### config.mk
export PLATFORM = sky130hd
export DESIGN_NAME = priority_ordered_lock
export DESIGN_NICKNAME = d
export VERILOG_FILES = /design/src/rtl/pol_pkg.sv /design/src/rtl/pol_cell.sv /design/src/rtl/priority_ordered_lock.sv
export SDC_FILE = /design/constraint.sdc
export NUM_CORES = 1
export LEC_CHECK = 0
export ABC_AREA = 1
export BUFFER_PORTS_ARGS = -buffer_cell sky130_fd_sc_hd__buf_2
export CAP_MARGIN = 0
export CELL_PAD_IN_SITES_DETAIL_PLACEMENT = 0
export CELL_PAD_IN_SITES_GLOBAL_PLACEMENT = 1
export CORE_ASPECT_RATIO = 1.4
export CORE_MARGIN = 1
export CORE_UTILIZATION = 35
export DETAILED_ROUTE_END_ITERATION = 16
export PLACE_DENSITY = 0.58
export SLEW_MARGIN = 25
export SYNTH_ARGS = -nofsm -noshare
export SYNTH_HDL_FRONTEND = slang
export SYNTH_SLANG_ARGS = --single-unit
### constraint.sdc
create_clock -name clock -period 3.7 [get_ports clock]
set_input_delay 0.74 -clock clock [delete_from_list [all_inputs] [get_ports clock]]
set_output_delay 0.74 -clock clock [all_outputs]
set_load 0.02 [all_outputs]
### src/rtl/pol_pkg.sv
// Shared types and codes of the priority-ordered lock.
`default_nettype none

package pol_pkg;

   // Request commands.
   typedef enum logic [1:0] {
      CMD_LOCK    = 2'd0,
      CMD_UNLOCK  = 2'd1,
      CMD_TRYLOCK = 2'd2
   } command_type;

   // Result status codes.
   typedef enum logic [2:0] {
      STS_GRANTED    = 3'd0,
      STS_QUEUED     = 3'd1,
      STS_BUSY       = 3'd2,
      STS_NOT_OWNER  = 3'd3,
      STS_QUEUE_FULL = 3'd4,
      STS_RELEASED   = 3'd5,
      STS_HANDED     = 3'd6
   } status_type;

   // Sequencer states.
   typedef enum logic [1:0] {
      S_IDLE,
      S_EXEC,
      S_SCAN
   } state_type;

   // Broadcast from the sequencer to every wait cell.
   typedef struct packed {
      logic insert;   // load the new waiter into the cell at pos
      logic remove;   // cells at pos and above take their upper neighbor
   } cell_ctrl_type;

   localparam int unsigned CMD_BITS    = 2;
   localparam int unsigned STATUS_BITS = 3;
   localparam int unsigned COUNT_BITS  = 5;

endpackage

`default_nettype wire

### src/rtl/pol_cell.sv
// One wait-queue cell: holds a waiter and forwards the running best waiter.
`default_nettype none

module pol_cell #(
   parameter int unsigned ID_BITS   = 8,
   parameter int unsigned PRIO_BITS = 8,
   parameter int unsigned IDX_W     = 4,
   parameter int unsigned CELL_IDX  = 0
) (
   input  wire logic                  clock,
   input  wire logic                  reset,
   input  wire logic                  prefer_low,
   input  wire pol_pkg::cell_ctrl_type ctrl,
   input  wire logic [IDX_W-1:0]      pos,
   input  wire logic [ID_BITS-1:0]    load_task,
   input  wire logic [PRIO_BITS-1:0]  load_prio,
   input  wire logic                  nb_present,
   input  wire logic [ID_BITS-1:0]    nb_task,
   input  wire logic [PRIO_BITS-1:0]  nb_prio,
   output logic                       present,
   output logic [ID_BITS-1:0]         task_id,
   output logic [PRIO_BITS-1:0]       prio,
   input  wire logic                  best_in_valid,
   input  wire logic [ID_BITS-1:0]    best_in_task,
   input  wire logic [PRIO_BITS-1:0]  best_in_prio,
   input  wire logic [IDX_W-1:0]      best_in_idx,
   output logic                       best_out_valid,
   output logic [ID_BITS-1:0]         best_out_task,
   output logic [PRIO_BITS-1:0]       best_out_prio,
   output logic [IDX_W-1:0]           best_out_idx
);

   localparam logic [IDX_W-1:0] MY_IDX = IDX_W'(CELL_IDX);

   logic                 present_ff, present_in;
   logic [ID_BITS-1:0]   task_ff, task_in;
   logic [PRIO_BITS-1:0] prio_ff, prio_in;
   logic                 best_valid_ff;
   logic [ID_BITS-1:0]   best_task_ff;
   logic [PRIO_BITS-1:0] best_prio_ff;
   logic [IDX_W-1:0]     best_idx_ff;
   logic                 mine_better;

   always_comb begin
      present_in = present_ff;
      task_in    = task_ff;
      prio_in    = prio_ff;
      if (ctrl.remove && (MY_IDX >= pos)) begin
         // close the gap: take the upper neighbor's waiter
         present_in = nb_present;
         task_in    = nb_task;
         prio_in    = nb_prio;
      end else if (ctrl.insert && (MY_IDX == pos)) begin
         present_in = 1'b1;
         task_in    = load_task;
         prio_in    = load_prio;
      end
   end

   // strict compare keeps the earlier arrival on a tie
   always_comb begin
      mine_better = present_ff &&
         (!best_in_valid ||
          (prefer_low ? (prio_ff < best_in_prio) : (prio_ff > best_in_prio)));
   end

   always_ff @(posedge clock) begin
      if (reset) begin
         present_ff    <= 1'b0;
         best_valid_ff <= 1'b0;
      end else begin
         present_ff    <= present_in;
         best_valid_ff <= best_in_valid | present_ff;
      end
      task_ff <= task_in;
      prio_ff <= prio_in;
      if (mine_better) begin
         best_task_ff <= task_ff;
         best_prio_ff <= prio_ff;
         best_idx_ff  <= MY_IDX;
      end else begin
         best_task_ff <= best_in_task;
         best_prio_ff <= best_in_prio;
         best_idx_ff  <= best_in_idx;
      end
   end

   assign present        = present_ff;
   assign task_id        = task_ff;
   assign prio           = prio_ff;
   assign best_out_valid = best_valid_ff;
   assign best_out_task  = best_task_ff;
   assign best_out_prio  = best_prio_ff;
   assign best_out_idx   = best_idx_ff;

endmodule

`default_nettype wire

### src/rtl/priority_ordered_lock.sv
// Top level of the priority-ordered lock: sequencer, owner, wait-cell chain.
//
//  channel  | direction | handshake                 | word contents (lsb first)
//  ---------+-----------+---------------------------+--------------------------------------
//  req_     | in        | req_tvalid / req_tready   | command, requester_id, priority_req
//  rsp_     | out       | rsp_tvalid / rsp_tready   | status, owner_id, owner_held,
//           |           |                           | waiting_count
//  csr_     | in        | csr_wr_en (no wait)       | prefer_low_value
//
// Steps: lock, trylock, a refused or freeing unlock go through accept, then
//   execute. An unlock that hands off adds a search state after execute: the
//   best-waiter search rides down the cell chain one cell a cycle.
// Reset: synchronous, clears owner, queue-present bits, count and handshakes.
// Stalls: a finished word waits in the output register; a new request is
//   accepted meanwhile and then holds in execute until the register frees.
`default_nettype none

module priority_ordered_lock #(
   parameter int unsigned MAX_WAITERS = 16,
   parameter int unsigned ID_BITS     = 8,
   parameter int unsigned PRIO_BITS   = 8,
   localparam int unsigned REQ_W       = pol_pkg::CMD_BITS + ID_BITS + PRIO_BITS,
   localparam int unsigned REQ_TDATA_W = ((REQ_W + 7) / 8) * 8,
   localparam int unsigned RSP_W       = pol_pkg::STATUS_BITS + ID_BITS + 1 +
                                         pol_pkg::COUNT_BITS,
   localparam int unsigned RSP_TDATA_W = ((RSP_W + 7) / 8) * 8
) (
   input  wire logic                   clock,
   input  wire logic                   reset,
   // configuration
   input  wire logic                   csr_wr_en,
   input  wire logic [0:0]             csr_wr_data,   // prefer_low_value
   // request words
   input  wire logic                   req_tvalid,
   output logic                        req_tready,
   // [1:0] command, then requester_id, then priority_req, zero pad to bytes
   input  wire logic [REQ_TDATA_W-1:0] req_tdata,
   // result words
   output logic                        rsp_tvalid,
   input  wire logic                   rsp_tready,
   // [2:0] status, then owner_id, owner_held, waiting_count (5), zero pad
   output logic [RSP_TDATA_W-1:0]      rsp_tdata
);

   localparam int unsigned IDX_W       = (MAX_WAITERS > 1) ? $clog2(MAX_WAITERS) : 1;
   localparam int unsigned CNT_W       = $clog2(MAX_WAITERS + 1);
   localparam logic [CNT_W-1:0] FULL_CNT  = CNT_W'(MAX_WAITERS);
   localparam logic [IDX_W-1:0] SCAN_LAST = IDX_W'(MAX_WAITERS - 1);

   // ---------------------------------------------------------------- registers
   pol_pkg::state_type   state_ff, state_in;
   logic                 prefer_low_ff;
   logic [ID_BITS-1:0]   owner_ff, owner_in;
   logic                 owner_valid_ff, owner_valid_in;
   logic [CNT_W-1:0]     count_ff, count_in;
   logic [IDX_W-1:0]     scan_ff, scan_in;
   logic [1:0]           cmd_ff;
   logic [ID_BITS-1:0]   id_ff;
   logic [PRIO_BITS-1:0] prio_ff;
   logic                 rsp_valid_ff, rsp_valid_in;
   logic [RSP_TDATA_W-1:0] rsp_data_ff, rsp_data_in;

   // ---------------------------------------------------------------- cell chain
   pol_pkg::cell_ctrl_type cell_ctrl;
   logic [IDX_W-1:0]     cell_pos;
   logic [MAX_WAITERS-1:0] cell_present;
   logic [ID_BITS-1:0]   cell_task   [MAX_WAITERS];
   logic [PRIO_BITS-1:0] cell_prio   [MAX_WAITERS];
   logic [MAX_WAITERS-1:0] best_valid;
   logic [ID_BITS-1:0]   best_task   [MAX_WAITERS];
   logic [PRIO_BITS-1:0] best_prio   [MAX_WAITERS];
   logic [IDX_W-1:0]     best_idx    [MAX_WAITERS];

   // ---------------------------------------------------------------- helpers
   logic                 req_fire;
   logic                 out_free;
   logic                 result_fire;
   pol_pkg::status_type  status;
   logic [ID_BITS-1:0]   owner_out;
   logic [CNT_W+4:0]     count_ext;

   assign req_tready = (state_ff == pol_pkg::S_IDLE);
   assign req_fire   = req_tvalid && req_tready;
   assign out_free   = !rsp_valid_ff || rsp_tready;

   genvar gi;
   generate
      for (gi = 0; gi < MAX_WAITERS; gi++) begin : g_cell
         logic                 nb_present;
         logic [ID_BITS-1:0]   nb_task;
         logic [PRIO_BITS-1:0] nb_prio;
         logic                 bin_valid;
         logic [ID_BITS-1:0]   bin_task;
         logic [PRIO_BITS-1:0] bin_prio;
         logic [IDX_W-1:0]     bin_idx;

         if (gi == MAX_WAITERS - 1) begin : g_top_end
            assign nb_present = 1'b0;
            assign nb_task    = '0;
            assign nb_prio    = '0;
         end else begin : g_top_mid
            assign nb_present = cell_present[gi+1];
            assign nb_task    = cell_task[gi+1];
            assign nb_prio    = cell_prio[gi+1];
         end

         if (gi == 0) begin : g_best_head
            assign bin_valid = 1'b0;
            assign bin_task  = '0;
            assign bin_prio  = '0;
            assign bin_idx   = '0;
         end else begin : g_best_mid
            assign bin_valid = best_valid[gi-1];
            assign bin_task  = best_task[gi-1];
            assign bin_prio  = best_prio[gi-1];
            assign bin_idx   = best_idx[gi-1];
         end

         pol_cell #(
            .ID_BITS   (ID_BITS),
            .PRIO_BITS (PRIO_BITS),
            .IDX_W     (IDX_W),
            .CELL_IDX  (gi)
         ) u_cell (
            .clock          (clock),
            .reset          (reset),
            .prefer_low     (prefer_low_ff),
            .ctrl           (cell_ctrl),
            .pos            (cell_pos),
            .load_task      (id_ff),
            .load_prio      (prio_ff),
            .nb_present     (nb_present),
            .nb_task        (nb_task),
            .nb_prio        (nb_prio),
            .present        (cell_present[gi]),
            .task_id        (cell_task[gi]),
            .prio           (cell_prio[gi]),
            .best_in_valid  (bin_valid),
            .best_in_task   (bin_task),
            .best_in_prio   (bin_prio),
            .best_in_idx    (bin_idx),
            .best_out_valid (best_valid[gi]),
            .best_out_task  (best_task[gi]),
            .best_out_prio  (best_prio[gi]),
            .best_out_idx   (best_idx[gi])
         );
      end
   endgenerate

   // ---------------------------------------------------------------- sequencer
   always_comb begin
      state_in       = state_ff;
      owner_in       = owner_ff;
      owner_valid_in = owner_valid_ff;
      count_in       = count_ff;
      scan_in        = scan_ff;
      cell_ctrl      = '0;
      cell_pos       = '0;
      status         = pol_pkg::STS_BUSY;
      result_fire    = 1'b0;

      unique case (state_ff)
         pol_pkg::S_IDLE: begin
            if (req_fire) begin
               state_in = pol_pkg::S_EXEC;
            end
         end
         pol_pkg::S_EXEC: begin
            if (out_free) begin
               result_fire = 1'b1;
               state_in    = pol_pkg::S_IDLE;
               case (cmd_ff)
                  pol_pkg::CMD_LOCK: begin
                     if (!owner_valid_ff) begin
                        owner_in       = id_ff;
                        owner_valid_in = 1'b1;
                        status         = pol_pkg::STS_GRANTED;
                     end else if (count_ff == FULL_CNT) begin
                        status = pol_pkg::STS_QUEUE_FULL;
                     end else begin
                        // append at the tail to keep arrival order
                        cell_ctrl.insert = 1'b1;
                        cell_pos         = count_ff[IDX_W-1:0];
                        count_in         = count_ff + 1'b1;
                        status           = pol_pkg::STS_QUEUED;
                     end
                  end
                  pol_pkg::CMD_UNLOCK: begin
                     if (!owner_valid_ff || (owner_ff != id_ff)) begin
                        status = pol_pkg::STS_NOT_OWNER;
                     end else if (count_ff == '0) begin
                        owner_in       = '0;
                        owner_valid_in = 1'b0;
                        status         = pol_pkg::STS_RELEASED;
                     end else begin
                        // search for the top waiter before answering
                        result_fire = 1'b0;
                        scan_in     = '0;
                        state_in    = pol_pkg::S_SCAN;
                     end
                  end
                  pol_pkg::CMD_TRYLOCK: begin
                     if (!owner_valid_ff) begin
                        owner_in       = id_ff;
                        owner_valid_in = 1'b1;
                        status         = pol_pkg::STS_GRANTED;
                     end else begin
                        status = pol_pkg::STS_BUSY;
                     end
                  end
                  default: begin
                     status = pol_pkg::STS_BUSY;
                  end
               endcase
            end
         end
         pol_pkg::S_SCAN: begin
            if (scan_ff != SCAN_LAST) begin
               scan_in = scan_ff + 1'b1;
            end else if (out_free) begin
               // chain output is settled: hand off and close the gap
               result_fire      = 1'b1;
               state_in         = pol_pkg::S_IDLE;
               owner_in         = best_task[MAX_WAITERS-1];
               cell_ctrl.remove = 1'b1;
               cell_pos         = best_idx[MAX_WAITERS-1];
               count_in         = count_ff - 1'b1;
               status           = pol_pkg::STS_HANDED;
            end
         end
         default: begin
            state_in = pol_pkg::S_IDLE;
         end
      endcase
   end

   // ---------------------------------------------------------------- result word
   assign owner_out = owner_valid_in ? owner_in : '0;
   assign count_ext = {5'b0, count_in};

   always_comb begin
      rsp_data_in  = rsp_data_ff;
      rsp_valid_in = rsp_valid_ff && !rsp_tready;
      if (result_fire) begin
         rsp_valid_in = 1'b1;
         rsp_data_in  = RSP_TDATA_W'({count_ext[pol_pkg::COUNT_BITS-1:0],
                                      owner_valid_in, owner_out, status});
      end
   end

   always_ff @(posedge clock) begin
      if (reset) begin
         state_ff       <= pol_pkg::S_IDLE;
         prefer_low_ff  <= 1'b0;
         owner_ff       <= '0;
         owner_valid_ff <= 1'b0;
         count_ff       <= '0;
         scan_ff        <= '0;
         rsp_valid_ff   <= 1'b0;
      end else begin
         state_ff       <= state_in;
         owner_ff       <= owner_in;
         owner_valid_ff <= owner_valid_in;
         count_ff       <= count_in;
         scan_ff        <= scan_in;
         rsp_valid_ff   <= rsp_valid_in;
         if (csr_wr_en) begin
            prefer_low_ff <= csr_wr_data[0];
         end
      end
      rsp_data_ff <= rsp_data_in;
      if (req_fire) begin
         cmd_ff  <= req_tdata[pol_pkg::CMD_BITS-1:0];
         id_ff   <= req_tdata[pol_pkg::CMD_BITS +: ID_BITS];
         prio_ff <= req_tdata[pol_pkg::CMD_BITS + ID_BITS +: PRIO_BITS];
      end
   end

   assign rsp_tvalid = rsp_valid_ff;
   assign rsp_tdata  = rsp_data_ff;

   // ---------------------------------------------------------------- checks
   // queue never overfills
   a_count_bound: assert property (@(posedge clock) disable iff (reset)
      count_ff <= FULL_CNT)
      else $error("waiter count above capacity");

   // occupied cells match the count
   a_present_count: assert property (@(posedge clock) disable iff (reset)
      $countones(cell_present) == int'(count_ff))
      else $error("present cells disagree with waiter count");

   // a finished scan always finds a waiter
   a_scan_found: assert property (@(posedge clock) disable iff (reset)
      (state_ff == pol_pkg::S_SCAN && scan_ff == SCAN_LAST) |-> best_valid[MAX_WAITERS-1])
      else $error("handoff search found no waiter");

   // waiters only queue behind an owner
   a_queue_needs_owner: assert property (@(posedge clock) disable iff (reset)
      (count_ff != '0) |-> owner_valid_ff)
      else $error("waiters queued on a free lock");

   // a result word is produced in the cycle after it is decided
   a_result_out: assert property (@(posedge clock) disable iff (reset)
      result_fire |=> rsp_tvalid)
      else $error("decided result not presented");

endmodule

`default_nettype wire
---- Word-level counts from Yosys, hierarchy flattened ----
Index checks and enable logic that the tools add are counted.
storage, ports and cells
  output and inout port bits .............. 26
  register bits after elaboration ......... 641
  word-level logic and storage cells ...... 522
cells by class
  reductions and logical operators ........ 108
  $add $sub $neg .......................... 3
  eq/ne operators ......................... 30
  magnitude comparators ................... 46
  mux-type cells .......................... 200
  bitwise logic cells ..................... 14
operators with widths
  kind                                                                   number
  8-bit 2-to-1 mux                                                       95
  8-bit greater-than comparator                                          15
  8-bit less-than comparator                                             15
  1-bit 2-to-1 mux                                                       63
  1-bit logical AND                                                      49
  4-bit 2-to-1 mux                                                       11
  4-bit == test (first input constant)                                   8
  4-bit >= comparator (first input constant)                             8
  8-bit case mux with 2 select lines                                     2
  2-bit nonzero test                                                     16
  5-bit 2-to-1 mux                                                       6
  3-bit 2-to-1 mux                                                       7
  1-bit zero test                                                        18
  1-bit logical OR                                                       17
  3-bit by 4-bit == test with 1-bit output (first input constant)        4
  3-bit by 4-bit >= comparator with 1-bit output (first input constant)  4
  2-bit 2-to-1 mux                                                       8
  4-bit case mux with 2 select lines                                     2
  1-bit bitwise OR                                                       14
  2-bit inequality test (second input constant)                          6
  5-bit case mux with 2 select lines                                     1
  3-bit case mux with 3 select lines                                     1
  2-bit by 4-bit == test with 1-bit output (first input constant)        2
  1-bit by 4-bit >= comparator with 1-bit output (first input constant)  2
  other kinds (20)                                                       27

---- Longest topological paths before layout ----
Gate-level depths: netlist of the first run.
  depth in word-level cells ............... 10
  mapped depth ............................ 15
  depth with buffers taken out ............ 15

---- Hierarchy ----
A second synthesis of the first run with hierarchy kept.
unflattened totals
  cell total of the unflattened synthesis .. 3211
  area total of the unflattened synthesis .. 30106.4 µm²
by module, submodules not included
  module                         sequential area each (µm²)  instances  area each (µm²)  cells each
  priority_ordered_lock          1491.4                      1          2910.3           343
  pol_cell at g_cell[4].u_cell   920.9                       1          1767.9           166
  pol_cell at g_cell[15].u_cell  920.9                       1          1735.4           170
  pol_cell at g_cell[8].u_cell   920.9                       1          1732.9           166
  pol_cell at g_cell[2].u_cell   920.9                       1          1731.7           167
  pol_cell at g_cell[1].u_cell   920.9                       1          1726.7           165
  pol_cell at g_cell[5].u_cell   920.9                       1          1691.6           202
  pol_cell at g_cell[11].u_cell  920.9                       1          1690.4           202
  pol_cell at g_cell[3].u_cell   920.9                       1          1689.1           199
  pol_cell at g_cell[7].u_cell   920.9                       1          1689.1           202
  pol_cell at g_cell[13].u_cell  920.9                       1          1687.9           201
  pol_cell at g_cell[0].u_cell   920.9                       1          1681.6           200
  pol_cell at g_cell[10].u_cell  920.9                       1          1677.9           167
  pol_cell at g_cell[6].u_cell   920.9                       1          1675.4           165
  +3 rows                        -                           -          -                -

---- Worst setup path before layout of the first run ----
Ideal clock, no wire load.
  path type ............................... input to register
  start ................................... input port rsp_tready
  end ..................................... register g_cell[1].u_cell.prio_ff[0] (enable)
  path slack .............................. 0.891 ns
  arrival ................................. 2.413 ns
  path buffers ............................ 1
  stages on the path ...................... 10
  path through ............................ nor2_4 > nor2_4 > nand2_4 > inv_8 > nand2_4 > nand2_4 > nand2_4 > nand2_4 > buf_12 > a21oi_1
between the ends
  longest elaborated chain between the ends .. 7
  elaborated cells between the ends (all ways) .. 15
  classes of those cells .................. order compare (1); eq/ne (1); mux (9); reduce/logical (4)
ends and longest elaborated chain
  item                                                                                                               RTL line                        source
  from (decl)                                                                                                        priority_ordered_lock.sv:40     input wire logic rsp_tready,
  1-bit logical OR *                                                                                                 priority_ordered_lock.sv:84     assign out_free = !rsp_valid_ff || rsp_tready;
  4-bit 2-to-1 mux                                                                                                   priority_ordered_lock.sv:220    end else if (out_free) begin
  4-bit 2-to-1 mux                                                                                                   priority_ordered_lock.sv:218    if (scan_ff != SCAN_LAST) begin
  4-bit case mux with 2 select lines                                                                                 priority_ordered_lock.sv:162    unique case (state_ff)
  1-bit by 4-bit >= comparator with 1-bit output / 1-bit by 4-bit == test with 1-bit output (equally long branches)  pol_cell.sv:48, pol_cell.sv:53
  1-bit logical AND, on equally long branches                                                                        pol_cell.sv:48, pol_cell.sv:53
  2-bit nonzero test (no line) *                                                                                     -
  to (signal assigned)                                                                                               pol_cell.sv:76                  prio_ff <= prio_in;
  to (decl)                                                                                                          pol_cell.sv:37                  logic [PRIO_BITS-1:0] prio_ff, prio_in;
Every way passes the cells marked *; elsewhere a longest branch is shown, timed or not.
A chain may end at the register's enable or synchronous reset.

---- Worst setup path after layout of the first run ----
  start ................................... register g_cell[5].u_cell.prio_ff[7]
  end ..................................... register g_cell[5].u_cell.best_prio_ff[5]
between the ends
  longest elaborated chain between the ends .. 5
  elaborated cells between the ends (all ways) .. 6
  classes of those cells .................. order compare (2); mux (2); reduce/logical (2)
ends and longest elaborated chain
  item                                                                                RTL line        source
  from (decl)                                                                         pol_cell.sv:37
  from (signal assigned)                                                              pol_cell.sv:76
  8-bit greater-than comparator / 8-bit less-than comparator (equally long branches)  pol_cell.sv:64  (prefer_low ? (prio_ff < best_in_prio) : (prio_ff > best_in_prio)));
  1-bit 2-to-1 mux *                                                                  pol_cell.sv:64
  1-bit logical OR *                                                                  pol_cell.sv:63  (!best_in_valid ||
  1-bit logical AND *                                                                 pol_cell.sv:62  mine_better = present_ff &&
  8-bit 2-to-1 mux *                                                                  pol_cell.sv:77  if (mine_better) begin
  to (signal assigned)                                                                pol_cell.sv:79  best_prio_ff <= prio_ff;
  to (signal assigned)                                                                pol_cell.sv:83  best_prio_ff <= best_in_prio;
  to (decl)                                                                           pol_cell.sv:40  logic [PRIO_BITS-1:0] best_prio_ff;
Marked as above.

==> summary.md, run 1 <==
The flow ran to the end, and the final reports show no timing, DRC or antenna violations. Counting the fill cells in the layout gives 7922. For the starting utilization of the core area, the log shows 35.56%. The share of the Yosys chip area taken by registers is 56.10%.

For the total detailed-routing wirelength, the log shows 78960 µm. Final total negative setup slack: 0 ps. The number of clock buffers inserted by TritonCTS came out at 68. The tools report the data arrival time at the worst-slack endpoint as 3540 ps.

The critical path in this run is classified as register to register. A synthesized cell averages 8.902 µm². Final period utilization: 82.69%.

The via total after detailed routing came out at 20280. The instance count of the mapped netlist is 3121, and the die height is 335.4 µm. The tree built by TritonCTS fans out to 641 sinks. In the final routed layout, each cell accounts on average for 18.54 µm. The async set or reset register ratio after synthesis is 0%.

Entering global routing, the biggest net connects 38 pins. The smallest clock period supported by the final layout is computed as 3060 ps. The worst-case IR drop observed on VDD is 0.3127 mV. The tools report the net count of the finished layout as 3315. The first global-routing pass estimated 120800 µm of wire.

After global routing, the most crowded layer is met2. In this run the horizontal extent of the chip is 240.1 µm. Worst-skew pair later-pin latency: 620 ps.

From synthesis to final layout, the design area changed by 12.85%. Setup repair after global routing left no endpoint under its margin. The tools report the number of buffers between clock root and the deepest sink as 3.

TritonCTS built the clock tree. The logs give 0 for the number of buffers inserted to repair setup after CTS and 3 for the initial antenna violation count. In this run the number of H-tree levels came out at 3.

Dividing total power by cell area gives a power density of 488.9 nW/µm². The count of input and output buffers is 42, and the mean number of vias per cell is 4.761. The die covers 80530 µm². The met3 capacity usage during global routing is 2.639%, and the worst reg2reg path depth is 8.

For the relative max-transition margin, the log shows 29.12%. The count of final max-slew check failures came out at 0. In this run, the number of DRC markers left after iteration 0 of detailed routing was 1222. The via count of the first global-routing pass is 20050.

After detailed routing, the number of remaining DRC violations is 0. The flip-flop and latch count after synthesis came out at 641. The class of the tightest hold or removal check was input pin to register.

Summed over all layers, the global routing overflow is 0. The leakage power figure is 12.74 nW. Maximum clock frequency: 0.3268 GHz.

The count of cells along the worst hold path is 1. The region available for standard cell placement spans 78120 µm². STA classifies the critical path endpoint as a register. Total power: 15.33 mW. For this design, the CTS-stage hold fixing added 0 buffers. Yosys mapped the design onto 55 distinct sky130hd cell types.

CTS placed an instance of clkbuf_16 at the clock tree root. In this run the cell area of the synthesized design comes to 27780 µm². The tools report the total of warnings raised by yosys as 0. At the pin with the least slew margin, the transition time is 1063 ps. For this run, global-route usage on met2 was measured as 33.43%. The maximum fanout along the worst path came out at 18. Among all flip-flop cells after synthesis, the most frequent one is dfxtp_1.

The count of nets left with antenna violations once routing finished came out at 0. Setup violations remaining at the end of the flow were counted as 0. Cells fill 40.14% of the core in the end. Clock-pin slew was measured on the worst setup and hold paths at 60 ps.

For this run, the detailed router's first-pass iteration total came to 5. The placer's final routability congestion estimate is 0.8312, and the required time reported for the critical path endpoint is 4180 ps. The number of top-level design ports is 56, and the met1 usage in global routing is 25.25%. STA classifies the critical path startpoint as a register.

After clock tree synthesis, the repair step resized 0 gates. The initialized floorplan defines 121 standard-cell rows. The count of flip-flops with a built-in enable after synthesis is 275. Global routing used 19.90% of the available tracks across all layers. Cells with a size suffix above 1 make up 9.499% of the layout.

The number of endpoints with negative hold slack in the final report is 0. The final clock skew is 22.24 ps, and the sum of net half-perimeters after detailed placement is 56610 µm. The tools report the max-cap check violation count as 0.
## report_power, final
| group | switching, mW | total (mW) | internal, mW |
|---|---|---|---|
| combinational | 0.541 | 0.744 | 0.203 |
| clock | 2.85 | 7.02 | 4.17 |
| sequential | 0.0986 | 7.57 | 7.47 |
| total | 3.49 | 15.3 | 11.8 |
## critical path: stages, from the launching register on
cell and delay [ps]:
edfxtp_1 440, ha_1 360, a21oi_1 140, o21ai_0 110, o21bai_1 200, o21ai_2 690
nand2_1 680, nand2_1 240, nand2_1 80
## metal layers
metal	up-vias	share of wire [%]
li1	10310	-
met1	9400	44
met2	438	47
met3	130	4.3
met4	0	4.2
met5	-	0
## final cells by class
type | count | area (µm²) | share of cell area [%]
repair buffers | 101 | 653.1 | 2.083
clock inverters | 26 | 332.8 | 1.061
well taps | 1045 | 1308 | 4.170
diodes | 3 | 7.507 | 0.02394
inverters | 318 | 1201 | 3.831
clock buffers | 98 | 1947 | 6.209
flip-flops and latches | 641 | 15580 | 49.71
multi-input cells | 2027 | 10320 | 32.91
## synth_stat cells (all sizes together) (18+ instances only)
cell | instances | area (µm²)
inv | 314 | 1186
clkbuf | 81 | 310.3
dfxtp | 366 | 7327
nor2 | 207 | 868.3
buf | 60 | 391.6
o211ai | 18 | 145.1
nand3 | 212 | 1086
o21ai | 272 | 1406
nand4 | 25 | 156.4
ha | 128 | 1602
edfxtp | 275 | 8258
nand2 | 911 | 3553
a21oi | 175 | 947.2
## state kept, by name, summed over array words and instances, names as in the netlist, 4 cells and up
| register | flops |
|---|---|
| owner_ff | 8 |
| prio_ff | 8 |
| id_ff | 8 |
| g_cell.u_cell.best_out_prio | 120 |
| rsp_tdata | 17 |
| g_cell.u_cell.best_out_valid | 15 |
| g_cell.u_cell.present | 16 |
| g_cell.u_cell.best_out_task | 128 |
| count_ff | 5 |
| g_cell.u_cell.best_out_idx | 49 |
| scan_ff | 4 |
| g_cell.u_cell.task_id | 128 |
| g_cell.u_cell.prio | 128 |
## per-stage QoR
| stage | instances | setup slack [ps] | hold WS, ps | instance area (µm²) |
|---|---|---|---|---|
| after floorplan | 3127 | 891.1 | 387.5 | 27810 |
| after global placement | 4132 | 617.2 | 399.2 | 29060 |
| after detailed placement | 4132 | 556.4 | 398.5 | 29060 |
| after CTS | 4256 | 606.9 | 263.6 | 31340 |
| after global routing | 4256 | 416.7 | 276.0 | 31350 |
| final | 4259 | 640.4 | 301.8 | 31350 |
## final timing paths
check / start / endpoint / slack, ps
worst max-delay path: g_cell[5].u_cell.prio[7]$_DFFE_PP_ / g_cell[5].u_cell.best_out_prio[5]$_DFF_P_ / 640
worst min register to register: g_cell[4].u_cell.best_out_idx[2]$_SDFF_PN1_ / g_cell[5].u_cell.best_out_idx[2]$_SDFF_PN1_ / 410
worst max register to register: g_cell[5].u_cell.prio[7]$_DFFE_PP_ / g_cell[5].u_cell.best_out_prio[5]$_DFF_P_ / 640
worst min-delay path: req_tdata[17] / prio_ff[7]$_DFFE_PP_ / 300
## kinds of logic (layout without fill, tap and decap cells)
logic type,after synthesis,after routing,share of synthesized area [%]
buffers and inverters,459,543,6.850
other,1,10,0.01350
AOI/OAI and AO/OA,506,506,10.15
xor gates and xnor gates,5,5,0.1577
DFF,641,641,56.10
adders and majority gates,128,128,5.764
and+or+nand+nor,1381,1381,20.97
## cell usage in the layout, fill, tap and decap left out, drive strengths merged, types with 2 or more instances in the layout
cell type	count
a21boi	5
nand2	911
xnor2	2
xor2	3
dfxtp	366
clkbuf	98
a22oi	5
o21ai	272
or2	11
nand3	212
ha	128
o22ai	2
a32o	2
nand4	25
clkinv	17
nor2	207
a21oi	175
bufinv	7
conb	7
inv	319
edfxtp	275
a21o	4
buf	101
o211ai	18
o21a	13
nor3	12
diode	3
o21bai	6
(Power assumes the default switching activity.)
==> run 2, diff against run 1 <==
- PLACE_DENSITY: 0.58 -> 0.61
- clock period: 3.7 -> 2.8 ns (I/O delays scaled with it)
==> run 2 against run 1 <==
  * Die area unchanged
  * Critical path depth up 3
  * Setup slack got worse by 460 ps
  * Sequential share of layout area shrank 1.2 points
  * Global-route usage grew 0.32 points
  * Critical endpoint is now g_cell[6].u_cell.prio[2]$_DFFE_PP_
  * Largest cell class unchanged
==> summary.md, run 2 (synthesis gave the netlist of run 1 again) <==
Count of endpoints failing setup in the final report: 0. Class of the tightest hold or removal check: input pin to register. Area inside the core boundary: 78120 µm². The tools report the count of unresolved DRC violations after routing as 0. The cell chosen for the clock root is clkbuf_16.

The number of endpoints with negative hold slack in the final report was 0; the placer's final routability congestion estimate was 0.8481. The critical path goes through inv_1 -> ha_1 -> nand3_1 -> ha_1 -> nand2_1 -> nand2_1 -> inv_1 -> nand3_1 -> nor2_2 -> or2_1 -> buf_12. The first routing iteration left 1340 violations. In this run the worst path has a maximum fanout of 16. The later pin in the worst-skew pair is clocked with a latency of 620 ps. Leaving out fill and tap cells, the most frequent cells in the layout are nand2_1 (884), dfxtp_1 (366), inv_1 (306). In this run the critical register-to-register path is launched from count_ff[0]$_SDFF_PP0_.

Data arrives at the worst endpoint at 2940 ps. Among all stages on the critical path, the largest delay is contributed by dfxtp_1. CTS built an H-tree with a depth of 3. The number of clock buffers inserted by TritonCTS is 67.

Start point of the critical path: count_ff[0]$_SDFF_PP0_. Counting cells, the worst reg-to-reg path comes to 11. The leakage power figure is 13.10 nW, and the cell area power density is 629.2 nW/µm².

Post-layout utilization of the core: 41.09%. TritonCTS built the clock tree. The area added between synthesis and finish is 15.53%.

Timing analysis after detailed placement gives a worst setup slack of -40.36 ps. The via count of the first global-routing pass was 20720. The fraction of final layout cells with drive strength greater than 1 works out to 11.25%. The leading cell type in the layout, fill and taps excluded was nand2_1.

The number of top-level design ports was 56; the residual antenna-violating net count after detailed routing was 0. The run gives 58920 µm as the sum of net half-perimeters after detailed placement. Area occupied by multi-input gates: 10340 µm². The first global-routing pass estimated 123200 µm of wire. The worst pin sits at a relative slew slack of 46.38%. The die covers 80530 µm². The slew at the pin closest to its max-slew limit works out to 803.4 ps.

Dividing the detail-routed wire length by the instance count gives 18.52 µm. The total non-filler cell area in the finished layout was 32100 µm². The layout has 7881 filler cells. The iteration count of the initial detailed-routing pass came out at 5.

The worst path uses 93.56% of the clock period. The count of final max-slew check failures was 0; the clock slew at the register clock pins of the worst setup and hold paths was 60 ps. The logs give 0.3817 GHz for the maximum clock frequency and 29830 µm² for the area of placed instances. Measured along the x axis, the die boundary spans 240.1 µm. Across the run, the number of max-cap violations was 0. The starting utilization of the core area came out at 35.56%. The logs give 15580 µm² for the combined flip-flop and latch cell area and 3375 for the net count of the finished layout. For flop-to-flop paths, the worst setup slack is 180 ps. The standard-cell row count was 121; the die height was 335.4 µm.

The count of buffers added on input and output ports is 42. Across all layers, the routed design uses 20790 vias. The number of clock sinks is 641. Across the routed clock network, the largest skew measured is 24.68 ps. The sort of element at the start of the critical path is a register.

The reg-to-reg critical path endpoint is g_cell[6].u_cell.prio[2]$_DFFE_PP_. The worst setup path category was register to register. The tightest hold path in the finished design has a slack of 113.3 ps. The run finished with clean final reports. The final critical-path required period works out to 2620 ps. For the required time reported for the critical path endpoint, the log shows 3120 ps. The delay of the slowest critical-path stage is 310 ps, and the aggregate global-route resource usage is 20.23%. Capture point of the critical path: g_cell[6].u_cell.prio[2]$_DFFE_PP_. The initial antenna violation count was 0. Entering global routing, the biggest net connects 38 pins. The logs give 3 for the number of buffers between clock root and the deepest sink and 79980 µm for the total detailed-routing wirelength.

After clock tree synthesis, the flow added hold-fix buffers numbering 0. Largest voltage drop on the vdd net: 0.6680 mV. Total global routing overflow: 0.

Post-CTS timing repair inserted 0 buffers for setup. The worst path meets setup with 180.4 ps of slack. STA classifies the critical path endpoint as a register.

After detailed routing, the number of vias per cell comes to 4.815.
[run 2: cell types whose count changed in the layout (fill, tap and decap cells not counted), sizes merged]
cell      change
buf          +61
bufinv        -2
clkbuf        -2
clkinv        +2
clkinvlp      +2
diode         -2
[run 2: area by class of cell]
type,instances,area share [%]
antenna,1,0.007796
clock buffer,96,5.980
clock inverter,28,0.9784
inverter,318,3.742
multi-input combinational,2027,32.23
sequential,641,48.55
tap,1045,4.073
timing repair buffer,162,4.436
[run 2: metrics by stage]
stage	TNS (ps)	cells	power, mW
after global routing	-7.836	4317	20.88
after CTS	0	4317	20.44
after floorplan	0	3127	10.69
after global placement	0	4193	11.28
after detailed placement	-85.07	4193	11.28
final	0	4318	20.20
[run 2: how the worst min path moves through the flow]
stage	from	end	slack, ps	cells after the start
final	req_tdata[7]	id_ff[5]$_DFFE_PP_	110	1
after global routing	req_tdata[15]	prio_ff[5]$_DFFE_PP_	90	1
after detailed placement	g_cell[8].u_cell.best_out_idx[0]$_SDFF_PN0_	g_cell[9].u_cell.best_out_idx[0]$_SDFF_PN1_	400	1
after CTS	req_tdata[15]	prio_ff[5]$_DFFE_PP_	70	1
after floorplan	g_cell[14].u_cell.best_out_idx[0]$_SDFF_PN0_	g_cell[15].u_cell.best_out_idx[0]$_SDFF_PN1_	390	2
after global placement	g_cell[2].u_cell.best_out_idx[1]$_SDFF_PN1_	g_cell[3].u_cell.best_out_idx[1]$_SDFF_PN1_	400	2
[run 2: worst max-delay path, delay by kind of cell, from the launching register on]
kind          cells  cell delay [ps]
flops             1              310
simple gates      6             1130
fa+ha+maj         2              440
buf+inv           3              450
[run 2: routing by layer]
layer | vias to the layer above | wire length (µm) | GRT usage [%]
met5 | - | 0 | 0
met4 | 0 | 2983 | 8.416
met3 | 130 | 2890 | 2.631
met2 | 435 | 40170 | 35.86
met1 | 9790 | 33940 | 24.40
li1 | 10440 | - | -
[run 2: repair_timing]
action                     CTS  global route
setup endpoints to repair   16            46
pin swaps                    0             1
gates resized for setup      3             4
[run 2: power breakdown]
part / total, mW / switching (mW) / internal (mW)
sequential: 9.94 / 0.0702 / 9.87
combinational: 1.13 / 0.788 / 0.342
clock: 9.13 / 3.84 / 5.29
total: 20.2 / 4.70 / 15.5
